--- config.mk ---
export PLATFORM = sky130hd
export DESIGN_NAME = ptp_delay_request_responder_flat
export DESIGN_NICKNAME = d
export VERILOG_FILES = /design/src/hdl/ptp_dr_pkg.sv /design/src/hdl/ptp_dr_msg_if.sv /design/src/hdl/ptp_dr_result_if.sv /design/src/hdl/ptp_dr_cfg_if.sv /design/src/hdl/ptp_delay_request_responder.sv /design/src/hdl/ptp_dr_alu.sv /design/src/hdl/ptp_dr_store.sv /design/src/flat_wrapper.sv
export SDC_FILE = /design/constraint.sdc
export NUM_CORES = 2
export LEC_CHECK = 0
export BUFFER_PORTS_ARGS = -buffer_cell sky130_fd_sc_hd__buf_2
export CAP_MARGIN = 20
export CORE_MARGIN = 4
export CORE_UTILIZATION = 50
export CTS_CLUSTER_DIAMETER = 120
export CTS_CLUSTER_SIZE = 30
export DETAILED_ROUTE_END_ITERATION = 10
export GPL_TIMING_DRIVEN = 0
export PLACE_DENSITY = 0.79
export SETUP_SLACK_MARGIN = 0.15
export SLEW_MARGIN = 20
export SYNTH_ARGS = -nofsm -noshare
export SYNTH_HDL_FRONTEND = slang
export SYNTH_SLANG_ARGS = --single-unit
--- constraint.sdc ---
create_clock -name clk -period 11.7 [get_ports clk]
set_clock_uncertainty 0.15 [all_clocks]
set_input_delay 2.34 -clock clk [delete_from_list [all_inputs] [get_ports clk]]
set_output_delay 2.34 -clock clk [all_outputs]
set_load 0.05 [all_outputs]
--- src/hdl/ptp_dr_pkg.sv ---
`timescale 1ns / 1ps
`default_nettype none

package ptp_dr_pkg;

  // Message length window in bytes.
  localparam logic [10:0] LEN_MIN = 11'd44;
  localparam logic [10:0] LEN_MAX = 11'd64;

  // Nanoseconds per second, fits in 30 bits.
  localparam logic [29:0] NS_PER_SEC = 30'd1000000000;

  localparam int MAX_CLIENTS_DEFAULT = 16;
  localparam int CLIENT_INDEX_W      = 4;
  localparam int CFG_INDEX_W         = 1;

  localparam logic [1:0] MSG_ANNOUNCE  = 2'd1;
  localparam logic [1:0] MSG_DELAY_REQ = 2'd2;

  typedef enum logic [CFG_INDEX_W-1:0] {
    REG_OWN_DOMAIN   = 1'b0,
    REG_OWN_CLOCK_ID = 1'b1
  } cfg_reg_t;

  typedef enum logic [2:0] {
    ST_BAD_LENGTH    = 3'd0,
    ST_IGNORED       = 3'd1,
    ST_FOREIGN_MASTER = 3'd2,
    ST_ANSWERED      = 3'd3,
    ST_TABLE_FULL    = 3'd4
  } status_t;

  typedef enum logic {
    ALU_ADD = 1'b0,
    ALU_SUB = 1'b1
  } alu_op_t;

  typedef enum logic [3:0] {
    S_IDLE,
    S_CHECK,
    S_MUL,
    S_CTIME,
    S_TDIFF,
    S_SCAN_RD,
    S_SCAN_CMP,
    S_SLOT_RD,
    S_CYCLE,
    S_COUNT,
    S_FINISH
  } state_t;

  typedef struct packed {
    logic [10:0] msg_length;
    logic [1:0]  msg_type;
    logic [7:0]  msg_domain;
    logic [63:0] clock_id;
    logic [31:0] src_addr;
    logic [31:0] ts_seconds;
    logic [31:0] ts_nanoseconds;
    logic [63:0] correction_raw;
    logic [63:0] rx_time;
  } msg_item_t;

  typedef struct packed {
    status_t                   status;
    logic [63:0]               response_time;
    logic [CLIENT_INDEX_W-1:0] client_index;
    logic                      new_client;
    logic [63:0]               client_time;
    logic signed [63:0]        time_diff;
    logic [31:0]               correction_ns;
    logic [63:0]               client_interval;
    logic [31:0]               cycle_count;
    logic                      master_active;
  } result_item_t;

  // Write strobes from the sequencer to the client store.
  typedef struct packed {
    logic addr;
    logic stats;
  } store_we_t;

endpackage

`default_nettype wire

--- src/hdl/ptp_dr_msg_if.sv ---
`timescale 1ns / 1ps
`default_nettype none

interface ptp_dr_msg_if;
  import ptp_dr_pkg::*;

  logic      valid;
  logic      ready;
  msg_item_t data;

  modport source (output valid, output data, input ready);
  modport sink (input valid, input data, output ready);
endinterface

`default_nettype wire

--- src/hdl/ptp_dr_result_if.sv ---
`timescale 1ns / 1ps
`default_nettype none

interface ptp_dr_result_if;
  import ptp_dr_pkg::*;

  logic         valid;
  logic         ready;
  result_item_t data;

  modport source (output valid, output data, input ready);
  modport sink (input valid, input data, output ready);
endinterface

`default_nettype wire

--- src/hdl/ptp_dr_cfg_if.sv ---
`timescale 1ns / 1ps
`default_nettype none

interface ptp_dr_cfg_if;
  import ptp_dr_pkg::*;

  logic                   valid;
  logic                   ready;
  logic [CFG_INDEX_W-1:0] index;
  logic [63:0]            data;

  modport source (output valid, output index, output data, input ready);
  modport sink (input valid, input index, input data, output ready);
endinterface

`default_nettype wire

--- src/hdl/ptp_delay_request_responder.sv ---
`timescale 1ns / 1ps
`default_nettype none
// A rejected, ignored or announce word goes straight from the check step to its result; an
// answered delay request first walks the table entries (at most MAX_CLIENT_ENTRIES), comparing
// each through the shared adder, and a request that finds the table full walks all
// MAX_CLIENT_ENTRIES entries. A new word is taken only once the previous result is
// registered. Reset (rst, synchronous) makes the master active, empties the client table and
// clears both registers.

module ptp_delay_request_responder #(
  parameter int MAX_CLIENT_ENTRIES = ptp_dr_pkg::MAX_CLIENTS_DEFAULT
) (
  input  logic                   clk,
  input  logic                   rst,
  ptp_dr_msg_if.sink             msg,
  ptp_dr_result_if.source        result,
  ptp_dr_cfg_if.sink             cfg
);
  import ptp_dr_pkg::*;

  // Slot index width and a count width that can also hold the full depth.
  localparam int IDX_W = (MAX_CLIENT_ENTRIES > 1) ? $clog2(MAX_CLIENT_ENTRIES) : 1;
  localparam int CNT_W = $clog2(MAX_CLIENT_ENTRIES + 1);
  localparam logic [CNT_W-1:0] CNT_FULL = CNT_W'(MAX_CLIENT_ENTRIES);

  // Configuration registers.
  logic [7:0]  own_domain;
  logic [63:0] own_clock_id;

  // Persistent block state.
  logic             master_active;
  logic [CNT_W-1:0] client_count;

  // Sequencer and working registers for the word in hand.
  state_t           state;
  state_t           state_next;
  msg_item_t        item;
  result_item_t     res;
  result_item_t     res_init;
  result_item_t     res_final;
  logic [63:0]      product;
  logic [IDX_W-1:0] scan_ptr;
  logic [IDX_W-1:0] slot;
  logic             new_flag;

  // Output register, which lets the sequencer take the next word while a result waits.
  logic         result_valid;
  result_item_t result_q;

  // Shared arithmetic unit and client store connections.
  alu_op_t     alu_op;
  logic [63:0] alu_a;
  logic [63:0] alu_b;
  logic [63:0] alu_sum;
  logic        alu_zero;

  store_we_t        store_we;
  logic [IDX_W-1:0] rd_idx;
  logic [31:0]      rd_address;
  logic [63:0]      rd_last_seen;
  logic [31:0]      rd_requests;

  logic load_ok;
  logic table_full;
  logic scan_last;
  logic length_bad;

  assign msg.ready    = (state == S_IDLE);
  assign cfg.ready    = 1'b1;
  assign result.valid = result_valid;
  assign result.data  = result_q;

  assign load_ok    = !result_valid || result.ready;
  assign table_full = (client_count == CNT_FULL);
  // The slot just compared is the last one that holds a client.
  assign scan_last  = ((CNT_W'(scan_ptr) + CNT_W'(1)) == client_count);
  assign length_bad = (item.msg_length < LEN_MIN) || (item.msg_length > LEN_MAX);

  ptp_dr_alu u_alu (
    .op   (alu_op),
    .a    (alu_a),
    .b    (alu_b),
    .sum  (alu_sum),
    .zero (alu_zero)
  );

  ptp_dr_store #(
    .DEPTH (MAX_CLIENT_ENTRIES),
    .IDX_W (IDX_W)
  ) u_store (
    .clk          (clk),
    .we           (store_we),
    .wr_idx       (slot),
    .wr_address   (item.src_addr),
    .wr_last_seen (item.rx_time),
    .wr_requests  (alu_sum[31:0]),
    .rd_idx       (rd_idx),
    .rd_address   (rd_address),
    .rd_last_seen (rd_last_seen),
    .rd_requests  (rd_requests)
  );

  // Configuration writes are only expected while the block is idle.
  always_ff @(posedge clk) begin
    if (rst) begin
      own_domain   <= 8'd0;
      own_clock_id <= 64'd0;
    end else if (cfg.valid && cfg.ready) begin
      case (cfg.index)
        REG_OWN_DOMAIN:   own_domain   <= cfg.data[7:0];
        REG_OWN_CLOCK_ID: own_clock_id <= cfg.data;
        default: ;
      endcase
    end
  end

  // Next state of the sequencer.
  always_comb begin
    state_next = state;
    case (state)
      S_IDLE: begin
        if (msg.valid) begin
          state_next = S_CHECK;
        end
      end
      S_CHECK: begin
        if (!length_bad && master_active && item.msg_type == MSG_DELAY_REQ &&
            item.msg_domain == own_domain) begin
          state_next = S_MUL;
        end else begin
          state_next = S_FINISH;
        end
      end
      S_MUL:   state_next = S_CTIME;
      S_CTIME: state_next = S_TDIFF;
      S_TDIFF: begin
        if (client_count != '0) begin
          state_next = S_SCAN_RD;
        end else if (table_full) begin
          state_next = S_FINISH;
        end else begin
          state_next = S_SLOT_RD;
        end
      end
      S_SCAN_RD: state_next = S_SCAN_CMP;
      S_SCAN_CMP: begin
        if (alu_zero) begin
          state_next = S_SLOT_RD;
        end else if (!scan_last) begin
          state_next = S_SCAN_RD;
        end else if (table_full) begin
          state_next = S_FINISH;
        end else begin
          state_next = S_SLOT_RD;
        end
      end
      S_SLOT_RD: state_next = S_CYCLE;
      S_CYCLE:   state_next = S_COUNT;
      S_COUNT:   state_next = S_FINISH;
      S_FINISH: begin
        if (load_ok) begin
          state_next = S_IDLE;
        end
      end
      default: state_next = S_IDLE;
    endcase
  end

  // Operand selection for the shared adder and strobes for the client store.
  always_comb begin
    alu_op   = ALU_ADD;
    alu_a    = 64'd0;
    alu_b    = 64'd0;
    rd_idx   = slot;
    store_we = '0;
    case (state)
      S_CTIME: begin
        alu_a = product;
        alu_b = {32'd0, item.ts_nanoseconds};
      end
      S_TDIFF: begin
        alu_op = ALU_SUB;
        alu_a  = item.rx_time;
        alu_b  = res.client_time;
      end
      S_SCAN_RD: begin
        rd_idx = scan_ptr;
      end
      S_SCAN_CMP: begin
        alu_op = ALU_SUB;
        alu_a  = {32'd0, item.src_addr};
        alu_b  = {32'd0, rd_address};
      end
      S_CYCLE: begin
        // A newly added client has never been seen, so its previous time is zero.
        alu_op = ALU_SUB;
        alu_a  = item.rx_time;
        alu_b  = new_flag ? 64'd0 : rd_last_seen;
      end
      S_COUNT: begin
        alu_a          = new_flag ? 64'd0 : {32'd0, rd_requests};
        alu_b          = 64'd1;
        store_we.stats = 1'b1;
        store_we.addr  = new_flag;
      end
      default: ;
    endcase
  end

  always_ff @(posedge clk) begin
    if (rst) begin
      state <= S_IDLE;
    end else begin
      state <= state_next;
    end
  end

  // Datapath and persistent state updates.
  always_ff @(posedge clk) begin
    if (rst) begin
      master_active <= 1'b1;
      client_count  <= '0;
    end else begin
      if (state == S_CHECK && !length_bad && master_active &&
          item.msg_type == MSG_ANNOUNCE && item.msg_domain == own_domain &&
          item.clock_id != own_clock_id) begin
        master_active <= 1'b0;
      end
      if (state == S_COUNT && new_flag) begin
        client_count <= client_count + CNT_W'(1);
      end
    end
  end

  // Status settled at the check step; fields that do not apply to it stay zero.
  always_comb begin
    res_init = '0;
    if (length_bad) begin
      res_init.status = ST_BAD_LENGTH;
    end else if (master_active && item.msg_type == MSG_ANNOUNCE &&
                 item.msg_domain == own_domain && item.clock_id != own_clock_id) begin
      res_init.status = ST_FOREIGN_MASTER;
    end else begin
      res_init.status = ST_IGNORED;
    end
  end

  always_ff @(posedge clk) begin
    if (state == S_IDLE && msg.valid) begin
      item <= msg.data;
    end
    case (state)
      S_CHECK: begin
        res <= res_init;
      end
      S_MUL: begin
        product           <= 64'(item.ts_seconds) * 64'(NS_PER_SEC);
        res.response_time <= item.rx_time;
        res.correction_ns <= item.correction_raw[47:16];
      end
      S_CTIME: begin
        res.client_time <= alu_sum;
      end
      S_TDIFF: begin
        res.time_diff <= alu_sum;
        scan_ptr      <= '0;
        if (client_count == '0) begin
          if (table_full) begin
            res.status <= ST_TABLE_FULL;
          end else begin
            slot     <= IDX_W'(client_count);
            new_flag <= 1'b1;
          end
        end
      end
      S_SCAN_CMP: begin
        if (alu_zero) begin
          slot     <= scan_ptr;
          new_flag <= 1'b0;
        end else if (!scan_last) begin
          scan_ptr <= scan_ptr + IDX_W'(1);
        end else if (table_full) begin
          res.status <= ST_TABLE_FULL;
        end else begin
          slot     <= IDX_W'(client_count);
          new_flag <= 1'b1;
        end
      end
      S_CYCLE: begin
        res.client_interval <= alu_sum;
      end
      S_COUNT: begin
        res.cycle_count  <= alu_sum[31:0];
        res.client_index <= CLIENT_INDEX_W'(slot);
        res.new_client   <= new_flag;
        res.status       <= ST_ANSWERED;
      end
      default: ;
    endcase
  end

  // The finished result carries the master state after this word.
  always_comb begin
    res_final               = res;
    res_final.master_active = master_active;
  end

  // Output register: holds a result until the downstream side takes it.
  always_ff @(posedge clk) begin
    if (rst) begin
      result_valid <= 1'b0;
    end else begin
      if (result_valid && result.ready) begin
        result_valid <= 1'b0;
      end
      if (state == S_FINISH && load_ok) begin
        result_valid <= 1'b1;
      end
    end
  end

  always_ff @(posedge clk) begin
    if (state == S_FINISH && load_ok) begin
      result_q <= res_final;
    end
  end

  // The table never grows beyond its depth.
  assert property (@(posedge clk) disable iff (rst) client_count <= CNT_FULL)
    else $error("client count exceeds table depth");

  // A new client is only written while a free slot remains.
  assert property (@(posedge clk) disable iff (rst) store_we.addr |-> !table_full)
    else $error("client added to a full table");

  // An accepted word always starts the sequencer.
  assert property (@(posedge clk) disable iff (rst) msg.valid && msg.ready |=> state == S_CHECK)
    else $error("accepted word did not start processing");

  // Delay requests are only answered by an active master.
  assert property (@(posedge clk) disable iff (rst)
      result.valid && (result.data.status == ST_ANSWERED ||
                       result.data.status == ST_TABLE_FULL) |-> result.data.master_active)
    else $error("answer given by an inactive master");

endmodule

`default_nettype wire

--- src/hdl/ptp_dr_alu.sv ---
`timescale 1ns / 1ps
`default_nettype none

// Shared 64-bit adder and subtractor with a zero flag on the result.
module ptp_dr_alu (
  input  ptp_dr_pkg::alu_op_t op,
  input  logic [63:0]         a,
  input  logic [63:0]         b,
  output logic [63:0]         sum,
  output logic                zero
);
  import ptp_dr_pkg::*;

  always_comb begin
    case (op)
      ALU_ADD: sum = a + b;
      ALU_SUB: sum = a - b;
      default: sum = a + b;
    endcase
  end

  assign zero = (sum == 64'd0);

endmodule

`default_nettype wire

--- src/hdl/ptp_dr_store.sv ---
`timescale 1ns / 1ps
`default_nettype none

// Client table: address, last receive time and request count per slot.
// One write address and one registered read address per cycle.
module ptp_dr_store #(
  parameter int DEPTH = ptp_dr_pkg::MAX_CLIENTS_DEFAULT,
  parameter int IDX_W = 4
) (
  input  logic                  clk,
  input  ptp_dr_pkg::store_we_t we,
  input  logic [IDX_W-1:0]      wr_idx,
  input  logic [31:0]           wr_address,
  input  logic [63:0]           wr_last_seen,
  input  logic [31:0]           wr_requests,
  input  logic [IDX_W-1:0]      rd_idx,
  output logic [31:0]           rd_address,
  output logic [63:0]           rd_last_seen,
  output logic [31:0]           rd_requests
);
  import ptp_dr_pkg::*;

  logic [31:0] address_mem   [DEPTH];
  logic [63:0] last_seen_mem [DEPTH];
  logic [31:0] requests_mem  [DEPTH];

  always_ff @(posedge clk) begin
    if (we.addr) begin
      address_mem[wr_idx] <= wr_address;
    end
    if (we.stats) begin
      last_seen_mem[wr_idx] <= wr_last_seen;
      requests_mem[wr_idx]  <= wr_requests;
    end
  end

  always_ff @(posedge clk) begin
    rd_address   <= address_mem[rd_idx];
    rd_last_seen <= last_seen_mem[rd_idx];
    rd_requests  <= requests_mem[rd_idx];
  end

endmodule

`default_nettype wire

--- src/flat_wrapper.sv ---
// flat-port wrapper written by rule: the top's interface ports become plain ports
module ptp_delay_request_responder_flat import ptp_dr_pkg::*;
#(
  parameter int MAX_CLIENT_ENTRIES = ptp_dr_pkg::MAX_CLIENTS_DEFAULT
)
  (clk, rst, msg_valid, msg_data, msg_ready, result_valid, result_data, result_ready, cfg_valid, cfg_index, cfg_data, cfg_ready);
  ptp_dr_msg_if msg_i ();
  ptp_dr_result_if result_i ();
  ptp_dr_cfg_if cfg_i ();
  input  logic clk;
  input  logic rst;
  input wire logic [$bits(msg_i.valid)-1:0] msg_valid;
  input wire logic [$bits(msg_i.data)-1:0] msg_data;
  output wire logic [$bits(msg_i.ready)-1:0] msg_ready;
  output wire logic [$bits(result_i.valid)-1:0] result_valid;
  output wire logic [$bits(result_i.data)-1:0] result_data;
  input wire logic [$bits(result_i.ready)-1:0] result_ready;
  input wire logic [$bits(cfg_i.valid)-1:0] cfg_valid;
  input wire logic [$bits(cfg_i.index)-1:0] cfg_index;
  input wire logic [$bits(cfg_i.data)-1:0] cfg_data;
  output wire logic [$bits(cfg_i.ready)-1:0] cfg_ready;
  assign msg_i.valid = msg_valid;
  assign msg_i.data = msg_data;
  assign msg_ready = msg_i.ready;
  assign result_valid = result_i.valid;
  assign result_data = result_i.data;
  assign result_i.ready = result_ready;
  assign cfg_i.valid = cfg_valid;
  assign cfg_i.index = cfg_index;
  assign cfg_i.data = cfg_data;
  assign cfg_ready = cfg_i.ready;
  ptp_delay_request_responder #(.MAX_CLIENT_ENTRIES(MAX_CLIENT_ENTRIES)) u_core (.clk(clk), .rst(rst), .msg(msg_i), .result(result_i), .cfg(cfg_i));
endmodule
Word-level counts from Yosys, hierarchy flattened:

Memory sizes are Yosys's and may differ from the RTL's. A register that Yosys moved wholly into a read port is not among the register bits.
Cells that the tools add are included.

* bits in registers: 1095
* bits in writable memories: 2048
* input bits: 379
* logic and storage cells: 162
* memories: 3

Memories
* u_core.u_store.last_seen_mem: words 16, width 64, read ports 1, clocked after memory_dff 1, wr ports 1, RTL line ptp_dr_store.sv:24 `logic [63:0] last_seen_mem [DEPTH];`
* u_core.u_store.address_mem: words 16, width 32, read ports 1, clocked after memory_dff 1, wr ports 1, RTL line ptp_dr_store.sv:23 `logic [31:0] address_mem [DEPTH];`
* u_core.u_store.requests_mem: words 16, width 32, read ports 1, clocked after memory_dff 1, wr ports 1, RTL line ptp_dr_store.sv:25 `logic [31:0] requests_mem [DEPTH];`

* add/sub/neg operators: 5
* multipliers: 1
* $lt $le $gt $ge: 2
* equal/unequal tests: 23
* multiplexer cells: 49
* bitwise gates (word level): 2
* reduce and logical (&&, ||, !) cells: 39

Operator list (number)
* $pmux W64 S2: 5
* $pmux W64 S5: 1
* $pmux W64 S4: 1
* $pmux W32 S2: 2
* $add A64 B64 Y64: 1
* $logic_not A64 Y1: 1
* $mux W64: 1
* $ne A64 B64 Y1: 1
* $sub A64 B64 Y64: 1
* $mux W4: 14
* $mul A32 B21 Y53 const B: 1
* $pmux W4 S11: 1
* $mux W32: 1
* $eq A4 B3 Y1 const B: 4
* $pmux W4 S2: 2
* $logic_and A1 B1 Y1: 15
* $mux W3: 5
* $reduce_bool A2 Y1: 7
* $eq A4 B4 Y1 const B: 3
* $pmux W3 S4: 1
* $gt A11 B7 Y1 const B: 1
* $lt A11 B6 Y1 const B: 1
* $mux W1: 11
* $pmux W5 S2: 1
* other kinds (27): 39

Depth between registers and ports, before layout:

* depth after elaboration: 8
* gate-level depth with buffers: 34
* gate-level depth less buffers: 28

By module:

From an unflattened synthesis, not the netlist that was laid out.

* cells, all modules: 7898
* area total of the unflattened synthesis: 137090.2 um^2

By module, submodules not included
* ptp_dr_store: instances 1, cells each 3402, area an instance 79631.4 um^2, seq. area each 64061.4 um^2
* ptp_delay_request_responder: instances 1, cells each 3597, area an instance 51660.8 um^2, seq. area each 31570.3 um^2
* ptp_dr_alu: instances 1, cells each 899, area an instance 5798.1 um^2, seq. area each 0.0 um^2

Worst setup path after synthesis:

OpenSTA, ideal clock, no wires.

* path type: input -> register
* start point: input result_ready
* end point: register u_core.result_q, in the netlist u_core.result.data[0], enable pin
* library setup time: 0.735 ns
* arrival: 9.976 ns
* required time: 10.815 ns
* setup slack: 0.839 ns
* cell stages on the path: 2
* cell sequence: nand2b_1 and3_1

* longest elaborated chain between the ends: 2

RTL lines
* from (decl): RTL line flat_wrapper.sv:17 `input wire logic [$bits(result_i.ready)-1:0] result_ready;`
* $logic_or A1 B1 Y1: RTL line ptp_delay_request_responder.sv:73 `assign load_ok = !result_valid || result.ready;`
* $logic_and A1 B1 Y1: RTL line ptp_delay_request_responder.sv:323 `if (state == S_FINISH && load_ok) begin`
* to (signal assigned): RTL line ptp_delay_request_responder.sv:324 `result_q <= res_final;`
* to (decl): RTL line ptp_delay_request_responder.sv:48 `result_item_t result_q;`

Every way passes these cells.
A chain may end at the register's enable or synchronous reset.

Worst setup path in the final report:

* start point: register u_core.state[0]
* end point: register u_core.slot[2], enable pin

* longest elaborated chain between the ends: 8
* elaborated cells between the ends (all ways): 19
* those cells by class: add/sub (2); eq/ne (7); mux (4); bitwise (1); reduce/logical (5)

RTL lines
* from (decl): RTL line ptp_delay_request_responder.sv:35 `state_t state;`
* from (signal assigned): RTL line ptp_delay_request_responder.sv:214 `state <= state_next;`
* $eq A4 B3 Y1 / $eq A4 B4 Y1 (equally long branches): RTL line ptp_delay_request_responder.sv:176 `case (state)`
* $reduce_or A2 Y1 (no source line) / $reduce_or A3 Y1 (equally long branches)
* $pmux W64 S4 / $mux W1 (equally long branches): RTL line ptp_delay_request_responder.sv:176
* $sub A64 B64 Y64 (tied with other cells): RTL line ptp_dr_alu.sv:17 `ALU_SUB: sum = a - b;`
* $pmux W64 S2 (*): RTL line ptp_dr_alu.sv:15 `case (op)`
* via u_core.alu_sum[30]: RTL line ptp_delay_request_responder.sv:54 `logic [63:0] alu_sum;`
* $logic_not A64 Y1 (*): RTL line ptp_dr_alu.sv:22 `assign zero = (sum == 64'd0);`
* $ne A3 B1 Y1 (no source line) (*)
* $reduce_and A3 Y1 (no source line) (*)
* to (signal assigned): RTL line ptp_delay_request_responder.sv:271 `slot <= IDX_W'(client_count);`
* to (signal assigned): RTL line ptp_delay_request_responder.sv:278 `slot <= scan_ptr;`
* to (signal assigned): RTL line ptp_delay_request_responder.sv:285 `slot <= IDX_W'(client_count);`
* to (decl): RTL line ptp_delay_request_responder.sv:43 `logic [IDX_W-1:0] slot;`

The timed path passes the listed nets; every way through them passes the cells marked *.

==> flow_metrics.env <==
export IMPL_dieArea_sq_mm=0.282
export IMPL_fin_area_sq_mm=0.153
export IMPL_wl_per_cell_um=33.0
export IMPL_drc=0
export IMPL_gp_congestion=0.996
export IMPL_worst_pin_slew_ns=1.29
export IMPL_pre_cts_ws_ns=1.82
export IMPL_ctsResizeCount=0
export IMPL_synth_top_cells_by_count="edfxtp_1 (3044), nand2_1 (893), inv_1 (543)"
export IMPL_ys_ff_latch=3255
export IMPL_ys_seq_area_share_pct=70.0
export IMPL_cap_violations=0
export IMPL_nets=10200
export IMPL_cts_setup_buffers=0
export IMPL_critPathKind="reg2reg"
export IMPL_overflow=0
export IMPL_cp_arrival_ns=11.00
export IMPL_clk_latency_ns=0.93
export IMPL_num_fill_cells=20200
export IMPL_holdBufCountCts=0
export IMPL_hold_violations=0
export IMPL_crit_path_end_kind="flip-flop"
export IMPL_netlist_area_sq_mm=0.137
export IMPL_tns_ns=0
export IMPL_ys_flop_type="edfxtp_1"
export IMPL_initial_core_util_pct=50.4
export IMPL_wirelength_mm=426
export IMPL_grt_pass1_wl_mm=593
export IMPL_netlist_top_cells_area="edfxtp_1 (67%), mux4_2 (8.0%), fa_1 (4.6%)"
export IMPL_regArea_sq_mm=0.0956
export IMPL_die_width_um=531
export IMPL_cts_inserted_buffers=139
export IMPL_synth_cell_types=108
export IMPL_cts_htree_levels=4
export IMPL_clkSinkCount=3255
export IMPL_synthCells=8180
export IMPL_rsz0062_at_grt="no"
export IMPL_synth_edf_count=3044
export IMPL_io_buffers=677
export IMPL_start_kind="flip-flop"
export IMPL_drt_iter0_drc=12300
export IMPL_period_minus_slack_ns=10.64
export IMPL_relSlewSlack_pct=13.7
export IMPL_cts_buffer_depth=4
export IMPL_required_ns=12.06
export IMPL_num_vias=80100
export IMPL_slew_viol_final=0
export IMPL_syn_avg_cell_area_sq_um=16.7
export IMPL_via_per_inst=6.22
export IMPL_dp_hpwl_mm=320
export IMPL_antenna_found_initial=57
export IMPL_clkTransAtPathRegs_ns=0.11
export IMPL_multi_input_area_sq_mm=0.0380
export IMPL_place_area_sq_mm=0.148
export IMPL_async_flop_share_pct=0
export IMPL_finalSetupViolCount=0
export IMPL_min_period_over_period_pct=91.0
export IMPL_drtAntennaViolNets=0
export IMPL_worst_slack_ns=1.06
export IMPL_synth_top_area_share_pct=66.9
export IMPL_max_freq_mhz=94.0
export IMPL_syn_to_final_growth_pct=11.7
export IMPL_status="finished clean"
export IMPL_final_util_pct=56.2
export IMPL_yosysWarningCount=0
export IMPL_fp_dieH_um=531
export IMPL_firstDrtPassIters=10
export IMPL_drive_gt1_share_pct=19.0
export IMPL_hp_class="reg2reg"
export IMPL_synth_nets=9204
export IMPL_core_area_sq_mm=0.271
export IMPL_rows=191
export IMPL_yosysTopAreaCell="edfxtp_1"
export IMPL_cts_tree="yes"
export IMPL_cts_root_buffer="clkbuf_16"
export IMPL_grt_max_degree=59
export IMPL_ioPinCount=711
export IMPL_grt_total_usage_pct=29.9
export IMPL_yosysMostFrequentCell="edfxtp_1"
export IMPL_path_max_fanout=17
export IMPL_grt_pass1_vias=78700
## final cells by class
cell class / count / area share, %
Antenna cell: 34 / 0.0558
Sequential cell: 3255 / 62.7
Clock buffer: 209 / 2.47
Inverter: 543 / 1.34
Timing Repair Buffer: 878 / 4.41
Buffer: 364 / 1.04
Multi-Input combinational cell: 4018 / 24.9
Tap cell: 3570 / 2.93
Clock inverter: 20 / 0.179
## layer usage
layer	routed length, um	share of wire [%]	track usage, %
met4	31900	7.5	17.6
met1	148000	35	38.7
met2	189000	44	44.9
met3	57100	13	8.94
met5	197	0.046	0
## metrics by stage
stage / instances / hold WS, ns
CTS: 12900 / 0.262
floorplan: 8180 / 0.250
global placement: 12400 / 0.251
finish: 12900 / 0.256
detailed placement: 12600 / 0.255
global route: 12900 / 0.276
## critical path: stages, from the launching register on
cell and delay [ns]:
dfxtp_1 0.54, buf_6 0.19, clkbuf_1 0.38, nand3_1 0.84, nor2_1 1.03, clkbuf_1 0.92, a222oi_1 0.34, inv_1 0.12
ha_1 0.29, a21o_1 0.25, o21a_1 0.25, o211ai_1 0.44, nand4_1 0.27, nand2_1 0.18, xor2_2 0.70, inv_1 0.77
nor4_1 0.68, nand4_1 0.16, nor4b_1 0.36, nand4_1 0.16, and4bb_4 0.43, nor3_1 0.07, nor3_1 0.73
## cells in the final DEF, fill, tap and decap left out, types with 213 or more instances in the layout
master / instances
edfxtp_1: 3044
nand2_1: 891
buf_2: 753
inv_1: 543
mux4_2: 484
nor2_1: 348
ha_1: 332
fa_1: 313
clkbuf_1: 281
a21oi_1: 213
## kinds of logic (layout without fill, tap and decap cells)
logic type	after synthesis	after routing	share of synthesized area [%]
simple gates	1800	1800	5.98
flops	3255	3255	70.0
other cells	1	35	0.00275
mux	510	510	8.18
fa+ha+maj	645	645	7.63
compound gates	844	844	4.17
xor+xnor	218	218	1.41
buf+inv	907	2014	2.63
## flip-flops by register name, indices dropped and copies added (netlist names), 5 cells and up
name and cells:
u_core.u_store.last_seen_mem 1024, u_core.u_store.address_mem 512, u_core.u_store.requests_mem 512, u_core.result.data 329, u_core.res 328, u_core.item 277
u_core.own_clock_id 64, u_core.u_store.rd_last_seen 64, u_core.product 53, u_core.u_store.rd_address 32, u_core.u_store.rd_requests 32, u_core.own_domain 8
u_core.client_count 5
## path summary, 6_finish.rpt
path,from,endpoint,slack (ns),cells past startpoint
setup reg to reg,u_core.state[0],u_core.slot[2],1.06,22
hold reg to reg,u_core.res[109],u_core.result.data[109],0.26,0
setup / recovery,u_core.state[0],u_core.slot[2],1.06,22
hold / removal,u_core.res[109],u_core.result.data[109],0.26,0
Power is left out: the tool's default activity adds up to more than one toggle a clock period on the data nets, which glitch-free logic cannot reach.
